File: src/rtl/nlc_pkg.sv
// Package for the numeric literal classifier.
// Holds the result codes, character constants, special-word tables and the flag bundle.
// No dependencies.
`default_nettype none

package nlc_pkg;

	localparam int WORD_COUNT = 6;

	typedef enum logic [2:0] {
		TYPE_CHAR    = 3'd0,
		TYPE_INT     = 3'd1,
		TYPE_FLOAT   = 3'd2,
		TYPE_DOUBLE  = 3'd3,
		TYPE_INVALID = 3'd4
	} type_code_t;

	localparam logic [7:0] CH_NUL   = 8'h00;
	localparam logic [7:0] CH_BANG  = 8'h21;
	localparam logic [7:0] CH_SLASH = 8'h2F;
	localparam logic [7:0] CH_COLON = 8'h3A;
	localparam logic [7:0] CH_TILDE = 8'h7E;
	localparam logic [7:0] CH_F     = 8'h66;
	localparam logic [7:0] CH_DOT   = 8'h2E;
	localparam logic [7:0] CH_MINUS = 8'h2D;
	localparam logic [7:0] CH_PLUS  = 8'h2B;
	localparam logic [7:0] CH_N     = 8'h6E;
	localparam logic [7:0] CH_A     = 8'h61;
	localparam logic [7:0] CH_I     = 8'h69;
	localparam logic [7:0] CH_ZERO  = 8'h30;
	localparam logic [7:0] CH_NINE  = 8'h39;

	// words 0..2 give float, 3..5 give double
	localparam logic [WORD_COUNT-1:0] FLOAT_WORDS  = 6'b000111;
	localparam logic [WORD_COUNT-1:0] DOUBLE_WORDS = 6'b111000;

	typedef logic [2:0] count_t;

	function automatic count_t word_len(input int unsigned w);
		count_t len;
		begin
			unique case (w)
				0: len = 3'd4;
				1: len = 3'd5;
				2: len = 3'd5;
				3: len = 3'd3;
				4: len = 3'd4;
				5: len = 3'd4;
				default: len = 3'd0;
			endcase
			return len;
		end
	endfunction

	// character of special word w at position p; positions past the word read NUL
	function automatic logic [7:0] word_char(input int unsigned w, input count_t p);
		logic [7:0] s0, s1, s2, s3, s4;
		logic [7:0] ch;
		begin
			s0 = CH_NUL; s1 = CH_NUL; s2 = CH_NUL; s3 = CH_NUL; s4 = CH_NUL;
			unique case (w)
				0: begin s0 = CH_N; s1 = CH_A; s2 = CH_N; s3 = CH_F; end
				1: begin s0 = CH_PLUS; s1 = CH_I; s2 = CH_N; s3 = CH_F; s4 = CH_F; end
				2: begin s0 = CH_MINUS; s1 = CH_I; s2 = CH_N; s3 = CH_F; s4 = CH_F; end
				3: begin s0 = CH_N; s1 = CH_A; s2 = CH_N; end
				4: begin s0 = CH_PLUS; s1 = CH_I; s2 = CH_N; s3 = CH_F; end
				5: begin s0 = CH_MINUS; s1 = CH_I; s2 = CH_N; s3 = CH_F; end
				default: begin end
			endcase
			unique case (p)
				3'd0: ch = s0;
				3'd1: ch = s1;
				3'd2: ch = s2;
				3'd3: ch = s3;
				3'd4: ch = s4;
				default: ch = CH_NUL;
			endcase
			return ch;
		end
	endfunction

	typedef struct packed {
		logic [WORD_COUNT-1:0] matched;
		logic                  prec;
		logic                  ends_in_f;
		logic                  single_printable;
		logic                  first_nul;
		logic                  body_before;
		logic                  all_num;
		logic                  digit_seen;
		logic                  no_dot;
	} nlc_flags_t;

endpackage

`default_nettype wire

File: src/rtl/nlc_scan.sv
// Token scanner: per-token state registers and their next-state logic.
// Produces the flag bundle for the current character. Depends on nlc_pkg.
`default_nettype none

module nlc_scan
	import nlc_pkg::*;
(
	input  wire logic       clk,
	input  wire logic       arst_n,
	input  wire logic       advance,
	input  wire logic [7:0] char_code,
	input  wire logic       last_char,
	output nlc_flags_t      flags
);

	count_t                char_count_q;
	logic                  first_nul_q;
	logic                  prev_digit_q;
	logic                  dot_await_q;
	logic [1:0]            dot_total_q;
	logic                  dot_mal_q;
	logic                  body_num_q;
	logic                  digit_seen_q;
	logic [WORD_COUNT-1:0] match_q;

	count_t                count_n;
	logic                  first_nul_n;
	logic                  dot_await_n;
	logic [1:0]            dot_total_n;
	logic                  dot_mal_n;
	logic                  digit_seen_n;
	logic [WORD_COUNT-1:0] match_n;
	logic                  is_digit;
	logic                  is_dot;
	logic                  numeric_here;
	logic                  all_num;

	always_comb begin
		is_digit = (char_code >= CH_ZERO) && (char_code <= CH_NINE);
		is_dot   = (char_code == CH_DOT);

		for (int w = 0; w < WORD_COUNT; w++) begin
			match_n[w] = match_q[w] && (char_count_q < word_len(w)) &&
				(char_code == word_char(w, char_count_q));
		end

		dot_mal_n = dot_mal_q || (dot_await_q && !is_digit) ||
			(is_dot && (!prev_digit_q || (dot_total_q != 2'd0)));
		dot_await_n = is_dot;
		dot_total_n = (is_dot && (dot_total_q != 2'd2)) ? dot_total_q + 2'd1 : dot_total_q;

		numeric_here = is_digit || is_dot ||
			((char_count_q == 3'd0) && (char_code == CH_MINUS));
		all_num      = body_num_q && numeric_here;
		first_nul_n  = (char_count_q == 3'd0) ? (char_code == CH_NUL) : first_nul_q;
		digit_seen_n = digit_seen_q || is_digit;
		count_n      = (char_count_q != 3'd7) ? char_count_q + 3'd1 : char_count_q;

		for (int w = 0; w < WORD_COUNT; w++) begin
			flags.matched[w] = match_n[w] && (count_n == word_len(w));
		end
		flags.prec             = !dot_mal_n && !dot_await_n && (dot_total_n == 2'd1);
		flags.ends_in_f        = (char_code == CH_F);
		flags.single_printable = (count_n == 3'd1) &&
			(((char_code >= CH_BANG) && (char_code <= CH_SLASH)) ||
			 ((char_code >= CH_COLON) && (char_code <= CH_TILDE)));
		flags.first_nul        = first_nul_n;
		flags.body_before      = body_num_q;
		flags.all_num          = all_num;
		flags.digit_seen       = digit_seen_n;
		flags.no_dot           = (dot_total_n == 2'd0);
	end

	always_ff @(posedge clk or negedge arst_n) begin
		if (!arst_n) begin
			char_count_q <= '0;
			first_nul_q  <= 1'b0;
			prev_digit_q <= 1'b0;
			dot_await_q  <= 1'b0;
			dot_total_q  <= '0;
			dot_mal_q    <= 1'b0;
			body_num_q   <= 1'b1;
			digit_seen_q <= 1'b0;
			match_q      <= '1;
		end else if (advance) begin
			if (last_char) begin
				char_count_q <= '0;
				first_nul_q  <= 1'b0;
				prev_digit_q <= 1'b0;
				dot_await_q  <= 1'b0;
				dot_total_q  <= '0;
				dot_mal_q    <= 1'b0;
				body_num_q   <= 1'b1;
				digit_seen_q <= 1'b0;
				match_q      <= '1;
			end else begin
				char_count_q <= count_n;
				first_nul_q  <= first_nul_n;
				prev_digit_q <= is_digit;
				dot_await_q  <= dot_await_n;
				dot_total_q  <= dot_total_n;
				dot_mal_q    <= dot_mal_n;
				body_num_q   <= all_num;
				digit_seen_q <= digit_seen_n;
				match_q      <= match_n;
			end
		end
	end

endmodule

`default_nettype wire

File: src/rtl/nlc_decide.sv
// Result decision: picks the type code from the scanner flags by precedence.
// Depends on nlc_pkg.
`default_nettype none

module nlc_decide
	import nlc_pkg::*;
(
	input  wire nlc_flags_t flags,
	output type_code_t      code
);

	always_comb begin
		priority if (flags.first_nul || flags.single_printable) begin
			code = TYPE_CHAR;
		end else if (((flags.matched & FLOAT_WORDS) != '0) ||
				(flags.prec && flags.ends_in_f && flags.body_before)) begin
			code = TYPE_FLOAT;
		end else if (((flags.matched & DOUBLE_WORDS) != '0) ||
				(flags.prec && flags.all_num)) begin
			code = TYPE_DOUBLE;
		end else if (flags.no_dot && flags.all_num && flags.digit_seen) begin
			code = TYPE_INT;
		end else begin
			code = TYPE_INVALID;
		end
	end

endmodule

`default_nettype wire

File: src/rtl/numeric_literal_classifier.sv
// Numeric literal classifier top level: input stage, scanner, decision and result register.
// Depends on nlc_pkg, nlc_scan and nlc_decide.
//
// Characters of a token are taken one per cycle on the char channel unless char_stall is high;
// the character with last_char set ends the token, and its type code (0 char, 1 int, 2 float,
// 3 double, 4 invalid) is offered on the type channel from the result register, which follows the
// input stage register. Sustained rate is one character per cycle while not stalled, set by the
// token state update between the input stage register and the result register. A waiting result
// does not block further characters; only a second token end arriving while the result is still
// stalled holds the input.
`default_nettype none

module numeric_literal_classifier
	import nlc_pkg::*;
(
	input  wire logic       clk,
	input  wire logic       arst_n,
	input  wire logic       char_valid,
	output logic            char_stall,
	input  wire logic [7:0] char_code,
	input  wire logic       last_char,
	output logic            type_valid,
	input  wire logic       type_stall,
	output logic [2:0]      type_code
);

	logic       valid_s1;
	logic [7:0] char_s1;
	logic       last_s1;
	logic       go_s1;
	logic       type_valid_q;
	type_code_t type_code_q;
	type_code_t code;
	nlc_flags_t flags;

	// a token end may leave the stage only when the result slot frees
	assign go_s1      = valid_s1 && (!last_s1 || !type_valid_q || !type_stall);
	assign char_stall = valid_s1 && !go_s1;

	always_ff @(posedge clk or negedge arst_n) begin
		if (!arst_n) begin
			valid_s1 <= 1'b0;
		end else if (!char_stall) begin
			valid_s1 <= char_valid;
		end
	end

	always_ff @(posedge clk) begin
		if (!char_stall && char_valid) begin
			char_s1 <= char_code;
			last_s1 <= last_char;
		end
	end

	nlc_scan u_scan (
		.clk       (clk),
		.arst_n    (arst_n),
		.advance   (go_s1),
		.char_code (char_s1),
		.last_char (last_s1),
		.flags     (flags)
	);

	nlc_decide u_decide (
		.flags (flags),
		.code  (code)
	);

	always_ff @(posedge clk or negedge arst_n) begin
		if (!arst_n) begin
			type_valid_q <= 1'b0;
		end else if (go_s1 && last_s1) begin
			type_valid_q <= 1'b1;
		end else if (!type_stall) begin
			type_valid_q <= 1'b0;
		end
	end

	always_ff @(posedge clk) begin
		if (go_s1 && last_s1) begin
			type_code_q <= code;
		end
	end

	assign type_valid = type_valid_q;
	assign type_code  = type_code_q;

	a_result_from_token_end: assert property (@(posedge clk) disable iff (!arst_n)
		(type_valid && !$past(type_valid)) |-> $past(valid_s1 && last_s1))
		else $error("result without a token end");

	a_mid_token_flows: assert property (@(posedge clk) disable iff (!arst_n)
		(valid_s1 && !last_s1) |-> !char_stall)
		else $error("non-final character held");

	a_token_end_held: assert property (@(posedge clk) disable iff (!arst_n)
		(valid_s1 && last_s1 && type_valid && type_stall) |=> (valid_s1 && last_s1))
		else $error("token end lost while result stalled");

endmodule

`default_nettype wire
File: config.mk
export PLATFORM = sky130hd
export DESIGN_NAME = numeric_literal_classifier
export DESIGN_NICKNAME = d
export VERILOG_FILES = /design/src/rtl/nlc_pkg.sv /design/src/rtl/nlc_scan.sv /design/src/rtl/nlc_decide.sv /design/src/rtl/numeric_literal_classifier.sv
export SDC_FILE = /design/constraint.sdc
export NUM_CORES = 1
export LEC_CHECK = 0
export ABC_AREA = 1
export BUFFER_PORTS_ARGS = -buffer_cell sky130_fd_sc_hd__buf_2
export CORE_ASPECT_RATIO = 1.25
export CORE_MARGIN = 10
export CORE_UTILIZATION = 45
export CTS_CLUSTER_DIAMETER = 100
export DETAILED_ROUTE_END_ITERATION = 12
export PLACE_DENSITY_LB_ADDON = 0.15
export SETUP_SLACK_MARGIN = 0.05
export SKIP_LAST_GASP = 1
export SYNTH_ARGS = -nofsm -noshare
export SYNTH_HDL_FRONTEND = slang
export SYNTH_SLANG_ARGS = --single-unit
File: constraint.sdc
create_clock -name clk -period 4.5 [get_ports clk]
set_input_delay 0.225 -clock clk [delete_from_list [all_inputs] [get_ports clk]]
set_output_delay 0.225 -clock clk [all_outputs]
set_load 0.01 [all_outputs]
* Word level (Yosys, flattened, before mapping)
Cells that the tools add are included.
W data, S select, Z words.
** Operators by class
- Magnitude comparators :: 9
- Reduce and logical (&&, ||, !) cells :: 69
- Equality and inequality tests :: 21
- Multiplexer cells :: 23
- $add $sub $neg :: 2
** Operators with widths (number)
- $pmux W7 S4 :: 4
- $eq A8 B7 Y1 :: 6
- $logic_and A1 B1 Y1 :: 38
- $ge A8 B6 Y1 const B :: 3
- $pmux W7 S3 :: 1
- $eq A8 B6 Y1 const B :: 2
- $le A8 B6 Y1 const B :: 2
- $pmux W7 S2 :: 1
- $logic_or A1 B1 Y1 :: 12
- $reduce_bool A6 Y1 :: 2
- $eq A3 B2 Y1 const B :: 3
- $eq A3 B3 Y1 const B :: 3
- $logic_not A1 Y1 :: 9
- $mux W1 :: 9
- $mux W3 :: 3
- $eq A8 B7 Y1 const B :: 1
- $le A8 B7 Y1 const B :: 1
- $logic_not A8 Y1 :: 1
- $mux W2 :: 4
- $eq A3 B1 Y1 const B :: 2
- $lt A3 B3 Y1 const B :: 2
- $mux W6 :: 1
- $reduce_or A2 Y1 :: 3
- $add A3 B1 Y3 const B :: 1
- 10 further kinds :: 10
** Word-level totals
- Bits in registers :: 31
- Output and inout port bits :: 5
- Input bits :: 13
- Logic and storage cells :: 140

* Longest topological paths before layout
Gate-level depths: netlist of the first run.
- Word-level depth :: 13
- Mapped depth :: 16
- Depth with buffers taken out :: 15

* Hierarchy
A second synthesis of the first run with hierarchy kept.
** Unflattened totals
- Cell total of the unflattened synthesis :: 300
- Area total of the unflattened synthesis :: 2197.1 um^2
** Modules (own cells, without submodules)
- nlc_scan :: area each 1636.6 um^2, seq. area each 434.2 um^2, instances 1, cells an instance 255
- numeric_literal_classifier :: area each 466.7 um^2, seq. area each 410.4 um^2, instances 1, cells an instance 26
- nlc_decide :: area each 93.8 um^2, seq. area each 0.0 um^2, instances 1, cells an instance 19

* Worst setup path before layout of the first run
No wires, ideal clock.
- Path kind :: register -> register
- From :: reg u_scan.char_count_q[1]
- To :: reg type_code_q[1], in the netlist type_code[1] (data pin)
- Library setup time :: 0.252 ns
- Data arrival time :: 1.684 ns
- Clock period less this slack :: 1.935 ns
- Slack :: 2.565 ns
- Stages on the path, launching flop included :: 16
- Required time :: 4.248 ns
- Buffers on the path :: 1
- Cells stage by stage :: dfrtp_1 buf_6 inv_4 ha_1 inv_2 nand2_1 nand2_2 nand2_1 xor2_1 nor2_1 nand2_1 nand2_1 nand2_1 nand2_1 nor2_1 nor2_1
** Between the ends
- Word-level cells in the longest chain between the ends :: 10
- Elaborated cells between the ends (all ways) :: 60
- Those cells by class :: add/sub: 1; order compare: 3; eq/ne: 15; mux: 10; reduce/logical: 31
** RTL lines
- from (decl) :: RTL line nlc_scan.sv:16 : count_t char_count_q;
- from (signal assigned) :: RTL line nlc_scan.sv:97 : char_count_q <= count_n;
- $eq A3 B2 Y1 / $logic_not A3 Y1 (equally long branches) :: RTL line nlc_pkg.sv:70, nlc_scan.sv:53, nlc_scan.sv:55
- $reduce_or A2 Y1 (no line)
- $pmux W7 S2 :: RTL line nlc_pkg.sv:70 : unique case (p)
- $eq A8 B7 Y1 :: RTL line nlc_scan.sv:44 : (char_code == word_char(w, char_count_q));
- $logic_and A1 B1 Y1 :: RTL line nlc_scan.sv:43 : match_n[w] = match_q[w] && (char_count_q < word_len(w)) &&
- $logic_and A1 B1 Y1 :: RTL line nlc_scan.sv:60 : flags.matched[w] = match_n[w] && (count_n == word_len(w));
- $reduce_bool A6 Y1 :: RTL line nlc_decide.sv:18 : end else if (((flags.matched & DOUBLE_WORDS) != '0) ||
- $logic_or A1 B1 Y1 :: RTL line nlc_decide.sv:18
- $mux W2 :: RTL line nlc_decide.sv:18
- $mux W2 :: RTL line nlc_decide.sv:15 : end else if (((flags.matched & FLOAT_WORDS) != '0) ||
- to (signal assigned) :: RTL line numeric_literal_classifier.sv:81 : type_code_q <= code;
- to (decl) :: RTL line numeric_literal_classifier.sv:32 : type_code_t type_code_q;
Parallel ways exist; a longest one is shown, timed or not.
A chain may end at the register's enable or synchronous reset.

* Worst setup path after layout of the first run
- From :: reg u_scan.char_count_q[1]
- To :: reg type_code_q[0], in the netlist type_code[0] (data pin)
** Between the ends
- Word-level cells in the longest chain between the ends :: 9
- Elaborated cells between the ends (all ways) :: 63
- Those cells by class :: add/sub: 1; order compare: 3; eq/ne: 15; mux: 10; reduce/logical: 34
** RTL lines (RTL line)
- $eq A3 B3 Y1, or another cell as far along :: nlc_pkg.sv:70
- $reduce_or A2 Y1 (no line)
- $pmux W7 S4, or another cell as far along :: nlc_pkg.sv:70
- $eq A8 B7 Y1 :: nlc_scan.sv:44
- $logic_and A1 B1 Y1 :: nlc_scan.sv:43
- $logic_and A1 B1 Y1 :: nlc_scan.sv:60
- $reduce_bool A6 Y1, on equally long branches :: nlc_decide.sv:15, nlc_decide.sv:18
- $logic_or A1 B1 Y1, on equally long branches :: nlc_decide.sv:15, nlc_decide.sv:18
- $reduce_or A2 Y1 (no line) / $mux W2 (equally long branches)
Parallel ways exist; a longest one is shown, timed or not.

==> results.json, run 1 <==
{
  "core_um2": 4760,
  "synth_area_um2": 2230,
  "insertion_delay_ns": 0.29,
  "synth_nets": 321,
  "hold_class": "in2reg",
  "worstMarginPinSlew_ns": 0.706,
  "num_vias": 1990,
  "die_area_um2": 8190,
  "final.setup.worst_slack_ns": 2.11,
  "viasPerCell": 5.21,
  "synth_warnings": 0,
  "clk_pin_slew_ns": 0.07,
  "rows": 28,
  "finalWirelength_mm": 5.57,
  "swShare_pct": 36.3,
  "first_pass_iters": 4,
  "cp_data_arrival_time_ns": 2.44,
  "final_cell_mix": "nand2_1, nor2_1, inv_1, nand3_1, buf_2",
  "pin_count": 18,
  "max_freq_mhz": 419,
  "fill_cells": 476,
  "cp-endpoint": "type_code[0]$_SDFFCE_PP0P_",
  "ant_nets": 0,
  "grt_pass1_vias": 1997,
  "holdWs_ns": 0.106,
  "drive_above_1_share_pct": 21.1,
  "synth_area_per_cell_um2": 7.39,
  "worst_setup_path_start_kind": "register",
  "synth_seq_cells": 31,
  "slew_viol_final": 0,
  "drcViolationCount": 0,
  "cts_made_buffers": 5,
  "drv_cap": 0,
  "finalHoldViolCount": 0,
  "n_antenna_cell": 0,
  "reg2reg_from": "u_scan.char_count_q[1]$_DFFE_PN0P_",
  "synth-edff-count": 12,
  "worst_path_max_delay_cell": "dfrtp_1",
  "synth_ff_type": "edfxtp_1",
  "postCtsHoldBufs": 1,
  "final_nets": 340,
  "cts-resized-gates": 0,
  "power_frac_seq_pct": 41.9,
  "power_switching_uw": 304,
  "end_kind": "register",
  "die_h_um": 98.7,
  "post-dp-hpwl_mm": 4.32,
  "pwr_density_cell_nw_per_um2": 344,
  "finalCriticalPeriod_ns": 2.39,
  "synth_top_area_share_pct": 16.2,
  "cpPeakStageDelay_ns": 0.61,
  "pwr-share-clk_pct": 27.3,
  "r2r_slack_ns": 2.11,
  "layout_commonest_cell": "nand2_1",
  "r2r_cells": 14,
  "grt-ovfl-total": 0,
  "finalSetupTns_ns": 0,
  "place_congestion": 0.946,
  "post-cts-setup-buffers": 0,
  "crit_start": "u_scan.char_count_q[1]$_DFFE_PN0P_",
  "synthTopCellsByArea": "edfxtp_1, dfrtp_1, nand2_1, dfstp_2, nand3_1",
  "rsz0062_at_grt": "no",
  "clockBufferDepth": 2,
  "cts_max_level": 2,
  "initialDrtViolationCount": 203,
  "syn_to_final_growth_pct": 9.03,
  "synth_top_cell_by_area": "edfxtp_1",
  "antenna_found_initial": 0,
  "ir_worst_vdd_uv": 196,
  "crit_chain": "inv_4 > ha_1 > inv_2 > nand2_1 > nand2_2 > nand2_1 > nand2_1 > nand3_1 > nor2_1 > nand2_1 > nand2_1 > nand2_1 > nand3_1 > nor2_1",
  "track_usage_pct": 14.0,
  "dp.cells": 373,
  "finalSetupViolCount": 0,
  "grt_pass1_wl_mm": 9.56,
  "dieWidth_um": 83.0,
  "p_leak_uw": 0.00122,
  "wire_per_inst_um": 14.6,
  "finish.utilization_pct": 51.1,
  "seq_area_frac_synth_pct": 37.9,
  "r2r-end": "type_code[0]$_SDFFCE_PP0P_",
  "crit_top_cell": "nand2_1",
  "syn_inst": 302,
  "final_cell_count_no_fill": 382,
  "synthArstFlopShare_pct": 61.3,
  "p_int_uw": 534,
  "cts_tree": "built",
  "crit_required_ns": 4.55,
  "synth_cell_types": 35,
  "status": "completed",
  "grt_max_degree": 20,
  "clockRootBuffer": "clkbuf_8",
  "critPathKind": "reg2reg",
  "power_frac_comb_pct": 30.8,
  "relSlewSlack_pct": 52.8,
  "clock_sinks": 31,
  "cp_max_fo": 12,
  "fin_skew_ns": 0.00889,
  "period_share_pct": 53.1,
  "start_util_pct": 46.8,
  "dp_slack_ns": 2.17,
  "portBuffers": 17
}
-- power groups by stage --
stage          clock [uW]  combinational (uW)  sequential, uW
2_1_floorplan           0                 215             342
3_3_place_gp            0                 257             356
3_5_place_dp            0                 256             356
4_1_cts               233                 259             351
5_1_grt               246                 295             355
6_report              228                 258             351
-- worst max-delay path, delay by kind of cell (launching register included) --
kind	cells	cell delay [ns]
flip-flops	1	0.61
buffers and inverters	2	0.20
adder cells (fa/ha/maj)	1	0.31
AND/OR/NAND/NOR	11	1.04
-- stage by stage --
stage | total power (uW) | area, um2
finish | 837 | 2430
global route | 896 | 2430
CTS | 842 | 2430
detailed placement | 613 | 2330
global placement | 613 | 2330
floorplan | 557 | 2230
-- worst min path at each step --
stage	startpoint	to	slack (ns)	cells after the start
4_1_cts	char_code[2]	char_s1[2]$_DFFE_PP_	0.10	1
3_5_place_dp	arst_n	u_scan.char_count_q[0]$_DFFE_PN0P_	0.19	1
2_1_floorplan	arst_n	type_valid$_DFFE_PN0P_	-0.07	0
3_3_place_gp	arst_n	u_scan.char_count_q[0]$_DFFE_PN0P_	0.20	1
5_1_grt	char_code[3]	char_s1[3]$_DFFE_PP_	0.10	1
6_report	char_code[2]	char_s1[2]$_DFFE_PP_	0.11	1
-- cell usage after synthesis (all sizes together), types with 6 or more instances --
| master | n |
|---|---|
| dfrtp | 12 |
| dfstp | 7 |
| o21ai | 20 |
| buf | 6 |
| nand3 | 31 |
| nor2 | 46 |
| inv | 38 |
| ha | 6 |
| edfxtp | 12 |
| a21oi | 8 |
| nand2 | 93 |
-- area by class of cell --
cell class / instances / area, um2 / area share [%]
multi-input cells: 227 / 1180 / 48.5
flip-flops and latches: 31 / 845 / 34.7
inverters: 38 / 145 / 5.97
repair buffers: 18 / 95.1 / 3.91
clock buffers: 6 / 82.6 / 3.40
well taps: 60 / 75.1 / 3.09
clock inverters: 2 / 11.3 / 0.463
-- metal layers --
metal / vias up / track usage [%] / share of wire (%)
met4: 0 / 6.04 / 2.7
met3: 11 / 3.29 / 5.9
met5: - / 0 / 0
met1: 898 / 16.0 / 41
met2: 69 / 24.4 / 50
li1: 1012 / - / -
-- flip-flops by register name, indices dropped and copies added, names as in the netlist, 2 cells and up --
name                 cells
char_s1                  8
type_code                3
u_scan.match_q           6
u_scan.dot_total_q       2
u_scan.char_count_q      3
-- cells by family after synthesis --
| logic type | count (synthesis) | share of synthesized area (%) |
|---|---|---|
| flops | 31 | 37.9 |
| simple gates | 180 | 36.8 |
| fa+ha+maj | 6 | 3.37 |
| buf+inv | 44 | 9.31 |
| xor+xnor | 5 | 2.30 |
| compound gates | 36 | 10.4 |
(Power assumes the default switching activity.)
==> run 2, diff against run 1 <==
Clock period 4.5 ns to 2.43 ns, I/O delays scaled along.
==> run 2 against run 1 <==
  * The run now ends with negative hold slack left
  * Global-route usage increased by 0.26 points
  * Sequential share of layout area is 1.5 points lower
  * Clock skew down 0.0031 ns
  * Non-clock buffer count up 10
  * Clock-buffer cell count unchanged
==> results.json, run 2 (synthesized netlist as in run 1, its figures left out) <==
{
  "cts_made_buffers": 5,
  "hold_class": "in2reg",
  "rows": 28,
  "portBuffers": 17,
  "failed_checks": "negative hold slack",
  "power_frac_comb_pct": 29.7,
  "worst_setup_path_start_kind": "register",
  "route.top_layer_used": "met4",
  "clockBufferDepth": 2,
  "r2r_cells": 13,
  "grt-ovfl-total": 0,
  "drt-met1-wl_mm": 2.34,
  "clockRootBuffer": "clkbuf_8",
  "rsz0062_at_grt": "no",
  "max_freq_mhz": 461,
  "slew_viol_final": 0,
  "cpLargestDelayFamily": "simple AND/OR/NAND/NOR gates",
  "pwr-share-clk_pct": 32.1,
  "final_cell_area_um2": 2550,
  "largest_register": "char_s1",
  "final_cell_mix": "nand2_1, nor2_1, inv_1, nand3_1, buf_2",
  "grt_pass1_wl_mm": 9.78,
  "ant_nets": 0,
  "critPathKind": "reg2reg",
  "power_frac_seq_pct": 38.2,
  "finalHoldViolCount": 2,
  "top_regs": "char_s1 (8), u_scan.match_q (6)",
  "finalWirelength_mm": 5.70,
  "end_kind": "register",
  "clock_sinks": 31,
  "pwr_density_cell_nw_per_um2": 663,
  "drcViolationCount": 0,
  "finish.utilization_pct": 53.5,
  "period_share_pct": 89.3,
  "place_congestion": 0.959,
  "wl_met3_um": 278,
  "clk_pin_slew_ns": 0.07,
  "drive_above_1_share_pct": 22.9,
  "crit_start": "u_scan.char_count_q[1]$_DFFE_PN0P_",
  "crit_chain": "inv_4 > ha_2 > inv_2 > nand2_1 > nand2_2 > nand3_1 > nand3_1 > nor2_1 > nand2_1 > nand2_1 > nand2_1 > nand3_1 > nor2_1",
  "wire_per_inst_um": 14.6,
  "syn_to_final_growth_pct": 14.2,
  "num_vias": 2031,
  "ir_worst_vdd_uv": 687,
  "pin_count": 18,
  "wl_met2_mm": 2.91,
  "power.total_uw": 1690,
  "r2r_slack_ns": 0.26,
  "viasPerCell": 5.18,
  "initialDrtViolationCount": 136,
  "cpPeakStageDelay_ns": 0.50,
  "cp_data_arrival_time_ns": 2.22,
  "grt_max_degree": 20,
  "swShare_pct": 34.2,
  "start_util_pct": 46.8,
  "die_h_um": 98.7,
  "finalSetupViolCount": 0,
  "fin_skew_ns": 0.00581,
  "hold_start": "char_code[6]",
  "n_antenna_cell": 0,
  "largest_reg_flops": 8,
  "final_nets": 350,
  "drv_cap": 0,
  "cts_max_level": 2,
  "cp.buffers_inverters": 2,
  "finalCriticalPeriod_ns": 2.17,
  "p_int_uw": 1110,
  "status": "complete, but fails checks",
  "grt_pass1_vias": 2115,
  "core_um2": 4760,
  "finalSetupTns_ns": 0,
  "layout_commonest_cell": "nand2_1",
  "p_leak_uw": 0.00128,
  "r2r-end": "type_code[0]$_SDFFCE_PP0P_",
  "insertion_delay_ns": 0.29,
  "post-dp-hpwl_mm": 4.39,
  "final_cell_count_no_fill": 392,
  "min_to": "char_s1[6]$_DFFE_PP_",
  "worstMarginPinSlew_ns": 0.666,
  "cts_tree": "built",
  "antenna_found_initial": 0,
  "worst_path_max_delay_cell": "dfrtp_2",
  "holdWs_ns": -0.00115,
  "die_area_um2": 8190,
  "whs_path_depth": 1,
  "power_switching_uw": 578,
  "dp.cells": 378,
  "relSlewSlack_pct": 55.4,
  "reg2reg_from": "u_scan.char_count_q[1]$_DFFE_PN0P_",
  "crit_required_ns": 2.48,
  "cp_max_fo": 12,
  "dieWidth_um": 83.0,
  "dpl_cell_area_um2": 2370,
  "first_pass_iters": 4,
  "crit_top_cell": "nand2_1",
  "track_usage_pct": 14.3
}
## run 2: cell count changes in the layout (fill, tap and decap cells not counted)
cell	change
buf_4	+5
dlygate4sd3_1	+5
bufinv_16	+1
clkinv_1	-1
clkinv_2	+1
clkinvlp_4	-1
dfrtp_1	-1
dfrtp_2	+1
ha_1	-1
ha_2	+1
## run 2: power groups by stage
stage	Sequential (uW)	Combinational [uW]	Clock (uW)
floorplan	633	398	0
global placement	652	491	0
detailed placement	654	490	0
CTS	644	500	549
global route	651	569	568
finish	645	502	543
## run 2: layout make-up
cell class              instances  area, um2
fillers                       481       2220
multi-input cells             227       1180
flip-flops and latches         31        846
repair buffers                 28        183
inverters                      38        145
clock buffers                   6       82.6
well taps                      60       75.1
clock inverters                 2       35.0
## run 2: worst register-to-register path: stages, from the launching register on
cell	delay, ns
dfrtp_2	0.50
inv_4	0.15
ha_2	0.28
inv_2	0.04
nand2_1	0.06
nand2_2	0.10
nand3_1	0.10
nand3_1	0.08
nor2_1	0.22
nand2_1	0.11
nand2_1	0.08
nand2_1	0.06
nand3_1	0.09
nor2_1	0.06
## run 2: per-stage QoR
stage               hold WS (ns)  setup slack [ns]
floorplan                 -0.174             0.495
global placement          0.0916             0.160
detailed placement        0.0951             0.127
CTS                     0.000169             0.104
global route             0.00102             0.104
finish                  -0.00115             0.261
## run 2: worst max-delay path by stage
stage / to / slack (ns) / cells past startpoint
CTS: type_code[0]$_SDFFCE_PP0P_ / 0.10 / 14
global route: type_code[0]$_SDFFCE_PP0P_ / 0.10 / 13
global placement: type_code[0]$_SDFFCE_PP0P_ / 0.16 / 14
detailed placement: type_code[0]$_SDFFCE_PP0P_ / 0.13 / 14
finish: type_code[0]$_SDFFCE_PP0P_ / 0.26 / 13
floorplan: type_code[1]$_SDFFCE_PP0P_ / 0.49 / 15
## run 2: metal layers
| layer | global-route usage [%] | vias up |
|---|---|---|
| li1 | - | 1034 |
| met4 | 7.35 | 0 |
| met2 | 25.8 | 49 |
| met5 | 0 | - |
| met3 | 3.29 | 15 |
| met1 | 15.1 | 933 |
## run 2: what timing repair did
item / in CTS / in global routing
gates resized for setup: 0 / 2
setup buffers: 0 / 0
hold buffers: 6 / 0
endpoints found under the setup margin: 0 / 3
hold endpoints to repair: 17 / 0
==> run 3, diff against run 2 <==
Settings changed: SYNTH_HIERARCHICAL set to 1.
==> run 3 against run 2 <==
  * The run now ends clean
  * Hold slack better by 0.017 ns
  * Highest routed layer unchanged
  * Register-to-register slack about the same
  * Power decreased by 11%
  * Sequential share of layout area up 1.3 points
  * Sequential power about the same
  * Clock skew increased by 0.0025 ns
  * Clock-buffer cell count stayed put
  * Utilization is 1.5 points lower
  * Largest power group unchanged
  * Clock power is 31% lower
  * Critical path type unchanged
  * Die area down 1.2%
  * First-iteration DRC count is 0.74% lower
  * Largest cell class unchanged
==> results.json, run 3 <==
{
  "r2r-end": "type_code[0]$_DFFE_PP_",
  "multi_input_area_um2": 1120,
  "clk_pin_slew_ns": 0.06,
  "syn_to_final_growth_pct": 11.8,
  "syn_inst": 300,
  "grt_pass1_vias": 2055,
  "whs_path_depth": 1,
  "regArea_um2": 847,
  "post-dp-hpwl_mm": 4.43,
  "synth_ff_type": "edfxtp_1",
  "dieWidth_um": 82.5,
  "largest_register": "char_s1",
  "cts_tree": "built",
  "end_kind": "register",
  "ir_worst_vdd_uv": 430,
  "critPathKind": "reg2reg",
  "hold_class": "in2reg",
  "synthTopCellsByArea": "edfxtp_1, dfrtp_1, nand2_1, dfstp_2, nor2_1",
  "clockBufferDepth": 2,
  "fin_skew_ns": 0.00832,
  "rows": 28,
  "initialDrtViolationCount": 135,
  "start_util_pct": 46.5,
  "grt_pass1_wl_mm": 9.61,
  "synthArstFlopShare_pct": 61.3,
  "synth_nets": 319,
  "min_to": "last_s1$_DFFE_PP_",
  "final_cell_mix": "nand2_1, nor2_1, inv_1, nand3_1, buf_2",
  "viasPerCell": 5.29,
  "ant_nets": 0,
  "finalSetupViolCount": 0,
  "period_share_pct": 89.2,
  "hold_start": "last_char",
  "relSlewSlack_pct": 53.7,
  "synth_cell_types": 35,
  "wire_per_inst_um": 14.6,
  "rsz0062_at_grt": "no",
  "r2r_cells": 13,
  "die_area_um2": 8090,
  "insertion_delay_ns": 0.28,
  "status": "completed",
  "synth-simple-area-share_pct": 35.3,
  "synth_top_area_share_pct": 16.4,
  "finalCriticalPeriod_ns": 2.17,
  "track_usage_pct": 14.8,
  "max_freq_mhz": 461,
  "synth.area.mux_share_pct": 0,
  "num_vias": 2041,
  "synth-compound-area-share_pct": 9.45,
  "power_frac_seq_pct": 42.6,
  "grt-ovfl-total": 0,
  "worst_setup_path_start_kind": "register",
  "layout_commonest_cell": "nand2_1",
  "synth_xor_area_share_pct": 2.73,
  "largest_reg_flops": 8,
  "swShare_pct": 35.4,
  "worstMarginPinSlew_ns": 0.691,
  "synth_top_family_by_area": "simple AND/OR/NAND/NOR gates",
  "power_frac_comb_pct": 32.7,
  "die_h_um": 98.1,
  "finalWirelength_mm": 5.63,
  "finalHoldViolCount": 0,
  "holdWs_ns": 0.0163,
  "power_switching_uw": 536,
  "n_antenna_cell": 0,
  "drive_above_1_share_pct": 19.9,
  "pwr_density_cell_nw_per_um2": 615,
  "clockRootBuffer": "clkbuf_8",
  "r2r_slack_ns": 0.26,
  "final_nets": 344,
  "p_leak_uw": 0.00118,
  "synth_warnings": 6,
  "reg2reg_from": "u_scan/char_count_q[0]$_DFFE_PN0P_",
  "seq_area_frac_synth_pct": 38.4,
  "synthAdderAreaFrac_pct": 3.42,
  "synth_area_per_cell_um2": 7.32,
  "top_regs": "char_s1 (8), u_scan/match_q (6)",
  "synth_top_cell_by_area": "edfxtp_1",
  "clock_sinks": 31,
  "synth_area_um2": 2200,
  "fill_cells": 483,
  "synth-edff-count": 12,
  "portBuffers": 17,
  "synth_seq_cells": 31,
  "crit_required_ns": 2.47,
  "cp_max_fo": 6,
  "grt_max_degree": 20,
  "finalSetupTns_ns": 0,
  "place_congestion": 0.921,
  "first_pass_iters": 4,
  "drv_cap": 0,
  "synthTopCellsByCount": "nand2_1, nor2_1, inv_1",
  "pwr-share-clk_pct": 24.7,
  "cts_made_buffers": 5,
  "drcViolationCount": 0,
  "pin_count": 18,
  "synth.most_common_cell": "nand2_1",
  "cp_data_arrival_time_ns": 2.21,
  "antenna_found_initial": 0,
  "p_int_uw": 977,
  "slew_viol_final": 0,
  "cts_max_level": 2,
  "core_um2": 4730
}
run 3: cell types whose count changed after synthesis, sizes merged, moves of 4 or more:
cell,change
nor2,+6
buf,+4
a21oi,+8
nand2,-17
o21ai,-6
run 3: power by group through the flow:
stage | clock, uW | sequential, uW | combinational, uW
after floorplan | 0 | 638 | 371
after global placement | 0 | 650 | 483
after detailed placement | 0 | 652 | 482
after CTS | 385 | 642 | 486
after global routing | 409 | 650 | 569
final | 374 | 644 | 495
run 3: worst max-delay path by stage:
| stage | startpoint | cells after the start | slack, ns | endpoint |
|---|---|---|---|---|
| 2_1_floorplan | u_scan/char_count_q[0]$_DFFE_PN0P_ | 14 | 0.38 | type_code[2]$_DFFE_PP_ |
| 3_3_place_gp | u_scan/char_count_q[0]$_DFFE_PN0P_ | 13 | 0.16 | type_code[1]$_DFFE_PP_ |
| 3_5_place_dp | u_scan/char_count_q[0]$_DFFE_PN0P_ | 13 | 0.16 | type_code[1]$_DFFE_PP_ |
| 4_1_cts | u_scan/char_count_q[0]$_DFFE_PN0P_ | 13 | 0.14 | type_code[1]$_DFFE_PP_ |
| 5_1_grt | u_scan/char_count_q[0]$_DFFE_PN0P_ | 13 | 0.08 | type_code[2]$_DFFE_PP_ |
| 6_report | u_scan/char_count_q[0]$_DFFE_PN0P_ | 13 | 0.26 | type_code[0]$_DFFE_PP_ |
run 3: critical path, cell delays in order, from the launching register on:
cell	delay [ns]
dfrtp_2	0.44
inv_2	0.12
ha_2	0.22
inv_1	0.06
nand2_1	0.09
nand2_1	0.13
nand3_1	0.09
nand3_1	0.08
nor2_1	0.18
nand2_1	0.13
nor2_1	0.14
nor2_2	0.06
nand4_1	0.12
nor2_1	0.05
run 3: routing by layer:
| metal | wire [um] | GRT usage (%) |
|---|---|---|
| met3 | 271 | 2.84 |
| met5 | 0 | 0 |
| met4 | 202 | 7.10 |
| met1 | 2280 | 17.4 |
| met2 | 2880 | 24.8 |
run 3: per-stage QoR:
step / cells / util [%] / cell area [um2] / setup slack, ns / power (uW)
2_1_floorplan: 300 / - / 2200 / 0.376 / 1010
3_3_place_gp: 375 / 49.4 / 2340 / 0.157 / 1130
3_5_place_dp: 375 / 49.4 / 2340 / 0.159 / 1130
4_1_cts: 384 / 51.4 / 2430 / 0.143 / 1510
5_1_grt: 386 / 52.0 / 2460 / 0.0847 / 1630
6_report: 386 / 52.0 / 2460 / 0.263 / 1510
run 3: cells by family (layout without fill, tap and decap cells):
group | after synthesis | in the layout
adders and majority gates | 6 | 6
and+or+nand+nor | 173 | 173
xor gates and xnor gates | 6 | 6
buffers and inverters | 48 | 74
DFF | 31 | 31
AOI/OAI and AO/OA | 36 | 36
run 3: final cells by class:
type | count | area share, %
Clock buffer | 6 | 2.95
Clock inverter | 2 | 0.356
Inverter | 37 | 6.06
Multi-Input combinational cell | 221 | 45.8
Sequential cell | 31 | 34.5
Tap cell | 60 | 3.05
Timing Repair Buffer | 29 | 7.33
run 3: what timing repair did:
action | 4_1_cts | 5_1_grt
setup endpoints to repair | 0 | 3
resized for setup | 0 | 7
hold buffers | 1 | 1
setup buffers | 0 | 1
endpoints found under the hold margin | 12 | 1
